File: src/tilt_complementary_filter_core_macros.svh
// assertion macros for the tilt complementary filter core
// expects clk_i and rst_ni in the scope of each use
`ifndef TILT_COMPLEMENTARY_FILTER_CORE_MACROS_SVH
`define TILT_COMPLEMENTARY_FILTER_CORE_MACROS_SVH

// same-cycle implication
`define TCF_ASSERT_NOW(lbl, ante, cons, msg) \
  lbl: assert property (@(posedge clk_i) disable iff (!rst_ni) (ante) |-> (cons)) \
    else $error(msg);

// next-cycle implication
`define TCF_ASSERT_NEXT(lbl, ante, cons, msg) \
  lbl: assert property (@(posedge clk_i) disable iff (!rst_ni) (ante) |=> (cons)) \
    else $error(msg);

`endif

File: src/tcf_pkg.sv
// shared types, constants and helper functions of the tilt complementary filter
// no dependencies
package tcf_pkg;

  localparam int CORDIC_STEPS_DEF = 16;
  localparam int ATAN_ENTRIES     = 24;
  localparam int CW               = 34;  // cordic x/t datapath
  localparam int AW               = 32;  // angle width, Q16.16
  localparam int PRESCALE_SH      = 14;
  localparam int STEP_W           = 20;  // gyro step per sample
  localparam int SAT_W            = 34;
  localparam int CFG_W            = 24;
  localparam int CFG_IDX_W        = 2;

  localparam logic signed [AW-1:0] PI_Q16 = 32'sd205887;

  localparam logic [15:0] KEEP_RST  = 16'd64225;
  localparam logic [15:0] GAIN_RST  = 16'd1311;
  localparam logic [23:0] SCALE_RST = 24'd91600;

  typedef enum logic [CFG_IDX_W-1:0] {
    REG_POLE_KEEP    = 2'd0,
    REG_LOWPASS_GAIN = 2'd1,
    REG_GYRO_SCALE   = 2'd2
  } cfg_reg_e;

  typedef struct packed {
    logic                     clr;
    logic signed [STEP_W-1:0] step;
  } tcf_side_t;

  function automatic logic signed [AW-1:0] atan_q16(input logic [4:0] idx);
    logic signed [AW-1:0] r;
    case (idx)
      5'd0:    r = 32'sd51472;
      5'd1:    r = 32'sd30386;
      5'd2:    r = 32'sd16055;
      5'd3:    r = 32'sd8150;
      5'd4:    r = 32'sd4091;
      5'd5:    r = 32'sd2047;
      5'd6:    r = 32'sd1024;
      5'd7:    r = 32'sd512;
      5'd8:    r = 32'sd256;
      5'd9:    r = 32'sd128;
      5'd10:   r = 32'sd64;
      5'd11:   r = 32'sd32;
      5'd12:   r = 32'sd16;
      5'd13:   r = 32'sd8;
      5'd14:   r = 32'sd4;
      5'd15:   r = 32'sd2;
      5'd16:   r = 32'sd1;
      default: r = 32'sd0;
    endcase
    return r;
  endfunction

  // clamp to the signed 32-bit range
  function automatic logic signed [AW-1:0] sat32(input logic signed [SAT_W-1:0] v);
    logic signed [AW-1:0] r;
    if (v[SAT_W-1:AW-1] == '0 || v[SAT_W-1:AW-1] == '1) begin
      r = v[AW-1:0];
    end else if (v[SAT_W-1]) begin
      r = {1'b1, {(AW-1){1'b0}}};
    end else begin
      r = {1'b0, {(AW-1){1'b1}}};
    end
    return r;
  endfunction

endpackage

File: src/tcf_cordic.sv
// pipelined cordic vectoring unit: one rotation step per register stage
// depends on tcf_pkg
module tcf_cordic #(
  parameter int Steps = tcf_pkg::CORDIC_STEPS_DEF
) (
  input  logic                            clk_i,
  input  logic                            rst_ni,
  input  logic                            valid_i,
  output logic                            ready_o,
  input  logic signed [15:0]              y_i,
  input  logic signed [15:0]              z_i,
  input  tcf_pkg::tcf_side_t              side_i,
  output logic                            valid_o,
  input  logic                            ready_i,
  output logic                            zero_o,
  output logic signed [tcf_pkg::AW-1:0]   angle_o,
  output tcf_pkg::tcf_side_t              side_o
);
  import tcf_pkg::*;

  localparam int NS = (Steps > ATAN_ENTRIES) ? ATAN_ENTRIES : Steps;

  logic [NS:0]            v_q;
  logic [NS+1:0]          rdy;
  logic signed [CW-1:0]   x_q  [NS+1];
  logic signed [CW-1:0]   t_q  [NS+1];
  logic signed [AW-1:0]   a_q  [NS+1];
  logic [NS:0]            zv_q;
  tcf_side_t              s_q  [NS+1];

  logic signed [CW-1:0]   x0, t0, x_pre, t_pre;
  logic signed [AW-1:0]   a_pre;

  // prescale and fold the left half plane
  always_comb begin
    x0 = CW'(y_i) <<< PRESCALE_SH;
    t0 = CW'(z_i) <<< PRESCALE_SH;
    if (x0 < 0) begin
      a_pre = (t0 >= 0) ? PI_Q16 : -PI_Q16;
      x_pre = -x0;
      t_pre = -t0;
    end else begin
      a_pre = '0;
      x_pre = x0;
      t_pre = t0;
    end
  end

  assign rdy[NS+1] = ready_i;
  assign ready_o   = rdy[0];

  for (genvar k = 0; k <= NS; k++) begin : g_rdy
    assign rdy[k] = !v_q[k] || rdy[k+1];
  end

  always_ff @(posedge clk_i or negedge rst_ni) begin
    if (!rst_ni) begin
      v_q[0] <= 1'b0;
    end else if (rdy[0]) begin
      v_q[0] <= valid_i;
    end
  end

  always_ff @(posedge clk_i) begin
    if (rdy[0] && valid_i) begin
      x_q[0]  <= x_pre;
      t_q[0]  <= t_pre;
      a_q[0]  <= a_pre;
      zv_q[0] <= (y_i == 16'sd0) && (z_i == 16'sd0);
      s_q[0]  <= side_i;
    end
  end

  for (genvar k = 1; k <= NS; k++) begin : g_step
    localparam logic signed [AW-1:0] AtanK = atan_q16(5'(k - 1));
    logic signed [CW-1:0] xs, ts, x_d, t_d;
    logic signed [AW-1:0] a_d;

    always_comb begin
      xs = x_q[k-1] >>> (k - 1);
      ts = t_q[k-1] >>> (k - 1);
      if (t_q[k-1] > 0) begin
        x_d = x_q[k-1] + ts;
        t_d = t_q[k-1] - xs;
        a_d = a_q[k-1] + AtanK;
      end else begin
        x_d = x_q[k-1] - ts;
        t_d = t_q[k-1] + xs;
        a_d = a_q[k-1] - AtanK;
      end
    end

    always_ff @(posedge clk_i or negedge rst_ni) begin
      if (!rst_ni) begin
        v_q[k] <= 1'b0;
      end else if (rdy[k]) begin
        v_q[k] <= v_q[k-1];
      end
    end

    always_ff @(posedge clk_i) begin
      if (rdy[k] && v_q[k-1]) begin
        x_q[k]  <= x_d;
        t_q[k]  <= t_d;
        a_q[k]  <= a_d;
        zv_q[k] <= zv_q[k-1];
        s_q[k]  <= s_q[k-1];
      end
    end
  end

  assign valid_o = v_q[NS];
  assign zero_o  = zv_q[NS];
  assign angle_o = -a_q[NS];
  assign side_o  = s_q[NS];

endmodule

File: config.mk
export PLATFORM = sky130hd
export DESIGN_NAME = tcf_cordic
export DESIGN_NICKNAME = d
export VERILOG_FILES = /design/src/tilt_complementary_filter_core_macros.svh /design/src/tcf_pkg.sv /design/src/tcf_cordic.sv
export SDC_FILE = /design/constraint.sdc
export NUM_CORES = 2
export LEC_CHECK = 0
export BUFFER_PORTS_ARGS = -buffer_cell sky130_fd_sc_hd__clkbuf_2
export CAP_MARGIN = 0
export CORE_AREA = 2 2 587 647
export CTS_BUF_LIST = sky130_fd_sc_hd__clkbuf_16
export DETAILED_ROUTE_END_ITERATION = 10
export DIE_AREA = 0 0 589 649
export HOLD_SLACK_MARGIN = 0.02
export SLEW_MARGIN = 20
export SYNTH_ARGS = -nofsm -noshare
export SYNTH_HDL_FRONTEND = slang
export SYNTH_SLANG_ARGS = --single-unit
export TNS_END_PERCENT = 30
File: constraint.sdc
create_clock -name clk_i -period 8.3 [get_ports clk_i]
set_clock_uncertainty 0.05 [all_clocks]
set_input_delay 0.83 -clock clk_i [delete_from_list [all_inputs] [get_ports clk_i]]
set_output_delay 0.83 -clock clk_i [all_outputs]
set_load 0.005 [all_outputs]
==> flow_summary.ini <==
[worst_setup_path]
crit_required_ns = 8.83
cp.depth = 27
cp_slowest_stage_delay_ns = 0.50
timing.rr.end = t_q[0][406]$_DFFE_PP_
endpoint_kind = flip-flop
critPathTopFamily = compound AO/OA/AOI/OAI gates
path_max_fanout = 38
critPathBufInv = 3
crit_arrival_ns = 7.85
rr_worst_depth = 27
cpMaxStageDelayCell = buf_4
worst-setup-path-type = reg2reg
regToRegSetupSlack_ns = 0.98
critPathLaunchType = flip-flop
r2r_start = t_q[0][354]$_DFFE_PP_

[worst_hold_path]
hold_end = s_q[0][19]$_DFFE_PP_
whs_path_depth = 1
hp-class = in2reg
min-delay-start = side_i[19]

[clocking]
h-tree-depth = 4
cts_tree = built
post-cts-setup-buffers = 0
cts_sinks = 1811
clk_pin_slew_ns = 0.07
cts_resized = 0
cts-root-buf = clkbuf_16
clockBufferDepth = 4
ctsHoldBuffers = 9
cts_buffers = 201
clk_latency_ns = 0.89

[detailed_routing]
wl_per_cell_um = 17.5
ant_nets = 0
drc = 0
viasPerCell = 5.16
drtIter0Drc = 5845
wl_mm = 312
vias = 92000
first_pass_iters = 6

[floorplan]
die_x_um = 589
die_area_um2 = 382000
start_util_pct = 33.9
fp-row-count = 236
die_y_um = 649
io_pins = 113
core_um2 = 375000

[cells_and_area]
area_delta_synth_final_pct = 10.8
fin_nets = 14000
drive_gt1_share_pct = 5.13

[grt]
grt_max_degree = 123
grt_pass1_wl_mm = 488
grt.total_usage_pct = 15.8
antenna_found_initial = 13
overflow = 0
grt_pass1_vias = 88500

[timing]
fin_crit_sh_pct = 88.2
setup-violations-final = 0
worst_pin_slew_ns = 1.17
slew_headroom_pct = 22.0
post-route-min-period_ns = 7.32
slew_viol_final = 0
rsz0062_at_grt = no
setup-tns-final_ns = 0
hold_violations = 0
fmax_ghz = 0.137

[placed_design]
gp_congestion = 0.941
port_buffers = 112
post-dp-hpwl_mm = 248

[status]
status = complete, no violations

[yosys]
synth_edf_count = 1794
synthTopCellsByArea = edfxtp_1 42%, ha_1 13%, xnor2_1 8.2%
yosysWarnings = 0
yosysUniqueCellTypes = 100
syn_avg_cell_area_um2 = 10.3
syn_area_um2 = 127000
synth_flop_cell = edfxtp_1
seq_area_frac_synth_pct = 42.7
yosys.area.top_type = edfxtp_1
synth_top_area_share_pct = 42.3
async_flop_share_pct = 0.939
synth-seq-cells = 1811
synth_cells = 12400

[run]
cap_violations = 0
-- through the flow --
step           hold WS, ns  worst slack, ns  util [%]  cells  instance area, µm²
2_1_floorplan        0.350            0.943         -  12400              127000
3_5_place_dp         0.355             1.06      35.8  17400              134000
6_report             0.103            0.979      37.6  17800              141000
4_1_cts             0.0203             1.03      37.6  17800              141000
3_3_place_gp         0.351             1.10      35.8  17400              134000
5_1_grt             0.0474            0.282      37.6  17800              141000
-- routing by layer --
layer	GRT usage (%)	vias to the layer above	wire, µm
met5	0	-	23
met4	7.25	4	15200
met3	1.70	647	11200
met2	27.7	1875	151000
met1	19.4	42900	135000
li1	-	46600	-
-- cell type report --
cell class	instances	area, µm²
inverters	594	2230
clock inverters	158	1490
well taps	4998	6250
fillers	37000	234000
clock buffers	204	5100
flip-flops and latches	1811	54300
diodes	5	12.5
multi-input cells	9833	70300
repair buffers	204	1290
-- sequential cells by signal, indices dropped and copies added (netlist names) --
signal   count
a_q        513
s_q        357
t_q        480
v_q         16
valid_o      1
x_q        427
zero_o       1
zv_q        16
-- how the worst max path moves through the flow --
stage / from / to / slack [ns]
floorplan: ready_i / a_q[3][0]$_DFFE_PP_ / 0.94
global placement: t_q[0][352]$_DFFE_PP_ / t_q[0][406]$_DFFE_PP_ / 1.10
detailed placement: t_q[0][352]$_DFFE_PP_ / t_q[0][406]$_DFFE_PP_ / 1.06
CTS: t_q[0][354]$_DFFE_PP_ / t_q[0][406]$_DFFE_PP_ / 1.03
global route: t_q[0][354]$_DFFE_PP_ / t_q[0][406]$_DFFE_PP_ / 0.28
finish: t_q[0][354]$_DFFE_PP_ / t_q[0][406]$_DFFE_PP_ / 0.98
-- kinds of logic (layout without fill, tap and decap cells) --
group | count (synthesis) | after routing | synth area share [%]
AO/OA/AOI/OAI | 3401 | 3401 | 17.0
XOR/XNOR | 1714 | 1714 | 11.8
adder cells (fa/ha/maj) | 1323 | 1323 | 13.2
buffers and inverters | 751 | 1160 | 2.23
flip-flops | 1811 | 1811 | 42.7
multiplexers | 26 | 26 | 0.215
other | 1 | 9 | 0.00295
AND/OR/NAND/NOR | 3365 | 3365 | 12.9
-- cell usage after synthesis, types with 41 or more instances --
master    count
a31oi_1      84
and3_1       97
o21ai_0     738
ha_1       1282
nand2b_1    205
fa_1         41
nor3_1      312
or4_1        69
a21boi_0     58
nor2_1     1002
xnor2_1    1192
o21a_1      159
a211oi_1     99
edfxtp_1   1794
o21bai_1    145
or3_1       136
or2_2        46
xor2_1      522
nor4_1      107
and2_1       87
o31ai_1     144
nand4_1      88
nand2_1     710
clkbuf_1    131
a21oi_1    1062
a21o_1      443
inv_1       584
nor2b_1     171
o41ai_1      78
nand3_1     245
-- placed cells by master (no fill, tap or decap), drive strengths merged, types with 159 or more instances in the layout --
cell	instances
inv	620
edfxtp	1794
a21o	443
o21ai	749
nand2b	205
a21oi	1063
nor2	1003
nor2b	171
xor2	522
nand2	710
nand3	245
o21a	159
xnor2	1192
clkbuf	316
nor3	315
ha	1282
Power is not shown: default switching activity piles up to over one toggle a cycle in this logic, so the estimate is an artifact.
